File: src/rtl/tcce_pkg.sv
// Shared types, constants and codes for the text console character engine.
// No dependencies; the other files refer to this package by scoped name or import it.
`timescale 1ns / 1ps

package tcce_pkg;

  // Default store geometry
  localparam int MAX_ROWS_DEF = 32;
  localparam int MAX_COLS_DEF = 128;

  // Fixed field widths
  localparam int CH_W       = 8;
  localparam int ROW_W      = 5;
  localparam int COL_W      = 7;
  localparam int ROWS_CFG_W = 6;
  localparam int COLS_CFG_W = 8;
  localparam int CFG_DATA_W = 8;
  localparam int CFG_IDX_W  = 1;

  // Register indexes
  localparam logic [CFG_IDX_W-1:0] REG_ACTIVE_ROWS = 1'd0;
  localparam logic [CFG_IDX_W-1:0] REG_ACTIVE_COLS = 1'd1;

  localparam logic [ROWS_CFG_W-1:0] ROWS_RST = 6'd25;
  localparam logic [COLS_CFG_W-1:0] COLS_RST = 8'd80;

  // Request function codes
  localparam logic FUNC_PUT  = 1'b0;
  localparam logic FUNC_READ = 1'b1;

  // Character codes
  localparam logic [CH_W-1:0] CH_BS = 8'h08;
  localparam logic [CH_W-1:0] CH_LF = 8'h0A;
  localparam logic [CH_W-1:0] CH_FF = 8'h0C;
  localparam logic [CH_W-1:0] CH_CR = 8'h0D;
  localparam logic [CH_W-1:0] CH_SP = 8'h20;

  typedef enum logic [2:0] {
    S_INIT,
    S_IDLE,
    S_EXEC,
    S_FF,
    S_CPRD,
    S_CPWR,
    S_BLANK
  } state_t;

  // Actions the cursor unit asks of the sequencer
  typedef struct packed {
    logic wr;
    logic clr;
    logic scr;
  } cur_ctl_t;

endpackage

File: src/rtl/tcce_cursor.sv
// Cursor unit: saturates the cursor into the active area and works out the
// cursor move and store action for one put byte. Depends on tcce_pkg.
`timescale 1ns / 1ps

module tcce_cursor #(
  parameter int MAX_ROWS = tcce_pkg::MAX_ROWS_DEF,
  parameter int MAX_COLS = tcce_pkg::MAX_COLS_DEF
) (
  input  logic [((MAX_COLS > 1) ? $clog2(MAX_COLS) : 1)-1:0] cur_x,
  input  logic [((MAX_ROWS > 1) ? $clog2(MAX_ROWS) : 1)-1:0] cur_y,
  input  logic [$clog2(MAX_ROWS + 1)-1:0]                    rows,
  input  logic [$clog2(MAX_COLS + 1)-1:0]                    cols,
  input  logic [tcce_pkg::CH_W-1:0]                          ch,
  output logic [((MAX_COLS > 1) ? $clog2(MAX_COLS) : 1)-1:0] x0,
  output logic [((MAX_ROWS > 1) ? $clog2(MAX_ROWS) : 1)-1:0] y0,
  output logic [((MAX_COLS > 1) ? $clog2(MAX_COLS) : 1)-1:0] nx,
  output logic [((MAX_ROWS > 1) ? $clog2(MAX_ROWS) : 1)-1:0] ny,
  output tcce_pkg::cur_ctl_t                                 ctl
);

  localparam int CW  = (MAX_COLS > 1) ? $clog2(MAX_COLS) : 1;
  localparam int RW  = (MAX_ROWS > 1) ? $clog2(MAX_ROWS) : 1;
  localparam int ECW = $clog2(MAX_COLS + 1);
  localparam int ERW = $clog2(MAX_ROWS + 1);

  logic [CW-1:0]  xl;
  logic [RW-1:0]  yl;
  logic [ECW-1:0] x1;
  logic [ERW-1:0] y1;
  logic           wrap;
  logic [RW-1:0]  ydn;

  assign xl   = CW'(cols - ECW'(1));
  assign yl   = RW'(rows - ERW'(1));
  assign x0   = (ECW'(cur_x) >= cols) ? xl : cur_x;
  assign y0   = (ERW'(cur_y) >= rows) ? yl : cur_y;
  assign x1   = ECW'(x0) + ECW'(1);
  assign y1   = ERW'(y0) + ERW'(1);
  // stepping off the last row pins the cursor there and asks for a scroll
  assign wrap = (y1 >= rows);
  assign ydn  = wrap ? yl : RW'(y1);

  always_comb begin
    nx  = x0;
    ny  = y0;
    ctl = '0;
    case (ch)
      tcce_pkg::CH_BS: begin
        if (x0 != '0) begin
          nx = x0 - CW'(1);
        end else if (y0 != '0) begin
          nx = xl;
          ny = y0 - RW'(1);
        end
      end
      tcce_pkg::CH_CR: begin
        nx = '0;
      end
      tcce_pkg::CH_LF: begin
        nx      = '0;
        ny      = ydn;
        ctl.scr = wrap;
      end
      tcce_pkg::CH_FF: begin
        nx      = '0;
        ny      = '0;
        ctl.clr = 1'b1;
      end
      default: begin
        ctl.wr = 1'b1;
        if (x1 >= cols) begin
          nx      = '0;
          ny      = ydn;
          ctl.scr = wrap;
        end else begin
          nx = CW'(x1);
        end
      end
    endcase
  end

endmodule

File: config.mk
export PLATFORM = sky130hd
export DESIGN_NAME = tcce_cursor
export DESIGN_NICKNAME = d
export VERILOG_FILES = /design/src/rtl/tcce_pkg.sv /design/src/rtl/tcce_cursor.sv
export SDC_FILE = /design/constraint.sdc
export NUM_CORES = 1
export LEC_CHECK = 0
export ABC_AREA = 1
export BUFFER_PORTS_ARGS = -buffer_cell sky130_fd_sc_hd__buf_2
export CAP_MARGIN = 10
export CORE_MARGIN = 2
export CORE_UTILIZATION = 45
export DETAILED_ROUTE_END_ITERATION = 6
export PLACE_DENSITY = 0.79
export SLEW_MARGIN = 20
export SYNTH_ARGS = -nofsm -noshare
export SYNTH_HDL_FRONTEND = slang
export SYNTH_SLANG_ARGS = --single-unit
export TNS_END_PERCENT = 1
File: constraint.sdc
create_clock -name vclk -period 4.3
set_input_delay 0.645 -clock vclk [all_inputs]
set_output_delay 0.645 -clock vclk [all_outputs]
set_load 0.01 [all_outputs]
==> results.json, run 1 <==
{
  "status": "finished with violations",
  "violations": "negative setup slack",
  "fin_ws_ns": -0.275,
  "wl_per_cell_um": 16.7,
  "grt-ovfl-total": 0,
  "firstDrtPassIters": 7,
  "pwr-share-clk_pct": 0,
  "setup.worst_path.class": "primary input to primary output",
  "maxCapViolCount": 0,
  "vias": 3335,
  "place.gp.congestion": 0.901,
  "rows": 24,
  "start_kind": "primary input",
  "end_kind": "primary output",
  "syn_nets": 427,
  "combPwrFrac_pct": 100.0,
  "die_area_mm2": 0.00501,
  "use_met3_pct": 2.99,
  "regArea_um2": 0,
  "grt_max_degree": 13,
  "synth-seq-area-share_pct": 0,
  "nFlopsAndLatches": 0,
  "cp.arrival_ns": 3.93,
  "route.detailed.drc": 0,
  "peakVddDrop_mv": 0.109,
  "pwr_density_cell_mw_per_mm2": 194,
  "sw_frac_of_total_pct": 56.4,
  "synth_area_mm2": 0.00201,
  "p_int_mw": 0.291,
  "die_h_um": 70.8,
  "port_buffers": 61,
  "crit_start": "cols[5]",
  "pin_count": 61,
  "drive_gt1_share_pct": 49.7,
  "hpwl_um": 5500,
  "pre_cts_slack_ns": -0.297,
  "synth_common_cells": "nand2_1, inv_1, nand3_1",
  "viasPerCell": 5.99,
  "tightestPinTransition_ns": 0.528,
  "top_usage_layer": "met2",
  "grt_antenna_before_repair": 0,
  "fin_nets": 572,
  "syn_inst": 362,
  "met2_usage_pct": 62.7,
  "avgSynthCellArea_um2": 5.55,
  "grt_use_met1_pct": 36.0,
  "synth_warnings": 0,
  "required_ns": 3.65,
  "track_usage_pct": 32.8,
  "rsz0062_at_grt": "true",
  "holdCritStartpoint": "ch[1]",
  "antenna_cells": 0,
  "max_freq_ghz": 0.219,
  "routed_wirelength_um": 9280,
  "p_total_mw": 0.668,
  "yosysTopAreaCell": "nand2_1",
  "fin_area_mm2": 0.00344,
  "dieWidth_um": 70.8,
  "synth_area_leaders": "nand2_1, ha_1, nand3_1",
  "finalHoldViolCount": 0,
  "final_core_util_pct": 79.5,
  "slew_headroom_pct": 64.8,
  "drv_slew": 0,
  "switchingPower_mw": 0.377,
  "cp_max_fo": 5,
  "hold_path.class": "primary input to primary output",
  "yosys.cell_count.top_type": "nand2_1",
  "grt_pass1_wl_um": 13700,
  "setup_viol": 13,
  "core-area_mm2": 0.00432,
  "grt_pass1_vias": 3145,
  "whs_ns": 1.64,
  "place_area_mm2": 0.00290,
  "start_util_pct": 46.4,
  "ys_types": 32,
  "finalWorstPathRequiredPeriod_ns": 4.58,
  "nClkBuffers": 0,
  "seqPwrFrac_pct": 0,
  "ant_nets": 0,
  "period_share_pct": 106,
  "syn_to_final_growth_pct": 71.1,
  "drt-initial-drc-count": 369,
  "leakagePower_nw": 1.84,
  "synth_top_cell_area_share_pct": 20.9
}
==> cell usage in the layout, fill, tap and decap left out, types with 3 or more instances in the layout <==
master	instances
o21ai_0	4
nand2_2	25
xnor2_1	3
inv_4	6
inv_1	36
a21oi_1	10
buf_2	56
nand3_4	3
o21ai_1	14
a22oi_1	3
a21oi_2	4
ha_4	10
buf_6	10
nand3b_1	8
nand3_2	7
ha_1	20
nand4_1	4
buf_4	78
nor2_1	20
xor2_1	5
inv_2	15
nand2_1	91
nand2_4	7
nor2_4	10
nand3_1	30
nor2_2	7
o21ai_2	3
==> final cells by class <==
type | count | area [µm²]
Timing Repair Buffer | 144 | 978
Tap cell | 52 | 65.1
Inverter | 57 | 229
Fill cell | 277 | 888
Multi-Input combinational cell | 304 | 2160
==> critical path: stages <==
cell	delay, ns
buf_2	0.09
inv_1	0.05
ha_1	0.30
nand2_1	0.10
nor2_2	0.23
nand2_4	0.10
nand2_4	0.10
nand2_1	0.08
nand2_2	0.10
inv_4	0.06
ha_4	0.17
buf_4	0.15
xor2_4	0.17
inv_1	0.07
ha_1	0.29
nand2_2	0.09
inv_2	0.05
o21ai_2	0.08
a21boi_2	0.07
nor2_1	0.11
nand2_2	0.11
nand2_1	0.11
buf_4	0.11
nor2_1	0.03
a21oi_1	0.15
nand4_1	0.13
buf_2	0.17
==> metal layers <==
| metal | share of wire, % | vias up |
|---|---|---|
| met5 | 0 | - |
| met4 | 7.8 | 0 |
| met3 | 8.8 | 91 |
| li1 | - | 1462 |
| met2 | 49 | 268 |
| met1 | 35 | 1514 |
==> path summary, 6_finish.rpt <==
| check | to | depth (start not counted) |
|---|---|---|
| min | ctl[1] | 5 |
| max | ny[1] | 27 |
==> power by group through the flow <==
| stage | clock network, mW | registers (mW) | logic (mW) |
|---|---|---|---|
| 2_1_floorplan | 0 | 0 | 0.279 |
| 3_3_place_gp | 0 | 0 | 0.480 |
| 3_5_place_dp | 0 | 0 | 0.495 |
| 4_1_cts | 0 | 0 | 0.566 |
| 5_1_grt | 0 | 0 | 0.712 |
| 6_report | 0 | 0 | 0.668 |
==> metrics by stage <==
| step | setup TNS [ns] | instances |
|---|---|---|
| 2_1_floorplan | 0 | 362 |
| 3_3_place_gp | -0.479 | 543 |
| 3_5_place_dp | -2.66 | 543 |
| 4_1_cts | -0.00656 | 553 |
| 5_1_grt | -4.90 | 557 |
| 6_report | -2.81 | 557 |
==> kinds of logic (layout without fill, tap and decap cells) <==
group | Yosys count | after routing | share of synthesized area [%]
buf+inv | 58 | 201 | 11.2
fa+ha+maj | 31 | 31 | 19.3
xor+xnor | 11 | 11 | 4.80
compound gates | 46 | 46 | 14.2
simple gates | 216 | 216 | 50.5
==> timing repair <==
| item | CTS | global route |
|---|---|---|
| setup endpoints to repair | 13 | 13 |
| hold buffers | 0 | 0 |
| resized for setup | 67 | 43 |
| setup buffers | 10 | 4 |
| pin swaps | 40 | 22 |
Note: power is estimated with default switching activity, not from simulation.
==> run 2: changes to the inputs <==
--- a/config.mk
+++ b/config.mk
@@ -18,2 +18,2 @@
 export SYNTH_SLANG_ARGS = --single-unit
-export TNS_END_PERCENT = 1
+export TNS_END_PERCENT = 100
==> constraint.sdc (replaced) <==
create_clock -name vclk -period 4.3
set_input_delay 0.43 -clock vclk [all_inputs]
set_output_delay 0.43 -clock vclk [all_outputs]
set_load 0.01 [all_outputs]
==> run 2 against run 1 <==
  * Non-clock buffer count fell by 64
  * Maximum frequency rose by 7.0%
  * Design area fell by 22%
  * First-iteration DRC count fell by 65%
  * Setup slack improved by 0.30 ns
  * Highest routed layer unchanged
  * The run now ends clean
==> results.json, run 2 (synthesis gave the netlist of run 1 again) <==
{
  "whs_endpoint": "ctl[1]",
  "end_kind": "primary output",
  "holdCritStartpoint": "ch[2]",
  "start_util_pct": 46.4,
  "layout_common_cells": "nand2_1, buf_2, inv_1",
  "grt_pass1_wl_um": 9410,
  "syn_to_final_growth_pct": 33.5,
  "setup_viol": 0,
  "pwr_density_cell_mw_per_mm2": 178,
  "peakVddDrop_mv": 0.0789,
  "nFillCells": 409,
  "finalWorstPathRequiredPeriod_ns": 4.27,
  "pre_cts_slack_ns": -0.0468,
  "multi_input_area_mm2": 0.00194,
  "grt_max_degree": 13,
  "final_common_cell": "nand2_1",
  "viasPerCell": 5.25,
  "critical_path.max_stage_delay_ns": 0.27,
  "place.gp.congestion": 0.889,
  "cp.arrival_ns": 3.84,
  "nClkBuffers": 0,
  "dieWidth_um": 70.8,
  "regArea_um2": 0,
  "wl_per_cell_um": 12.3,
  "finalHoldViolCount": 0,
  "routed_wirelength_um": 6060,
  "grt_antenna_before_repair": 0,
  "required_ns": 3.87,
  "rows": 24,
  "ant_nets": 0,
  "start_kind": "primary input",
  "whs_path_depth": 4,
  "maxCapViolCount": 0,
  "cp_max_fo": 8,
  "status": "finished clean",
  "period_share_pct": 99.4,
  "grt-ovfl-total": 0,
  "track_usage_pct": 21.7,
  "port_buffers": 61,
  "firstDrtPassIters": 4,
  "die_area_mm2": 0.00501,
  "p_total_mw": 0.477,
  "pin_count": 61,
  "cp_top_family": "simple AND/OR/NAND/NOR gates",
  "drt-initial-drc-count": 130,
  "drv_slew": 0,
  "core-area_mm2": 0.00432,
  "vias": 2590,
  "setup.worst_path.class": "primary input to primary output",
  "drive_gt1_share_pct": 33.3,
  "hold_path.class": "primary input to primary output",
  "antenna_cells": 0,
  "hpwl_um": 4790,
  "max_freq_ghz": 0.234,
  "die_h_um": 70.8,
  "fin_ws_ns": 0.0255,
  "tightestPinTransition_ns": 0.476,
  "fin_nets": 508,
  "nFlopsAndLatches": 0,
  "crit_top_cell": "nand2_2",
  "crit_buf_inv": 5,
  "route.detailed.drc": 0,
  "leakagePower_nw": 1.50,
  "slew_headroom_pct": 68.2,
  "grt_pass1_vias": 2228,
  "slowest_stage": "ha_1",
  "holdBufCountCts": 0
}
run 2: area by class of cell:
class / instances / share of cell area [%]
multi-input cells: 304 / 72.4
well taps: 52 / 2.43
inverters: 57 / 8.17
repair buffers: 80 / 17.0
run 2: metrics by stage:
step | std cells | hold WS (ns) | instance area, µm² | TNS [ns] | utilization [%]
2_1_floorplan | 362 | 0.985 | 2010 | 0 | -
4_1_cts | 484 | 1.22 | 2450 | 0 | 56.8
6_report | 493 | 1.21 | 2680 | 0 | 62.0
3_5_place_dp | 484 | 1.22 | 2440 | -0.111 | 56.5
5_1_grt | 493 | 1.24 | 2680 | -0.431 | 62.0
3_3_place_gp | 484 | 1.21 | 2440 | 0 | 56.5
run 2: power breakdown:
group | switching, mW | internal [mW] | leakage (nW) | total [mW]
Clock | 0 | 0 | 0 | 0
Combinational | 0.286 | 0.191 | 1.50 | 0.477
Sequential | 0 | 0 | 0 | 0
run 2: routing by layer:
layer	track usage, %	share of wire, %
met5	0	0
met4	2.73	1.7
met3	0.570	3.8
met2	40.1	50
met1	28.8	45
run 2: what timing repair did:
| item | CTS | global route |
|---|---|---|
| setup endpoints to repair | 5 | 13 |
| gates resized for setup | 5 | 42 |
| pin swaps | 0 | 13 |
| buffers inserted | 0 | 9 |
run 2: worst max path at each step:
stage             start     to  slack [ns]  cells after the start
5_1_grt         cols[2]  nx[6]       -0.08                     28
2_1_floorplan   cols[5]  nx[0]        0.31                     20
3_5_place_dp    cols[3]  ny[3]       -0.05                     29
6_report       cur_x[0]  nx[2]        0.03                     27
3_3_place_gp    cols[5]  ny[4]        0.12                     27
4_1_cts         cols[3]  ny[4]        0.04                     30
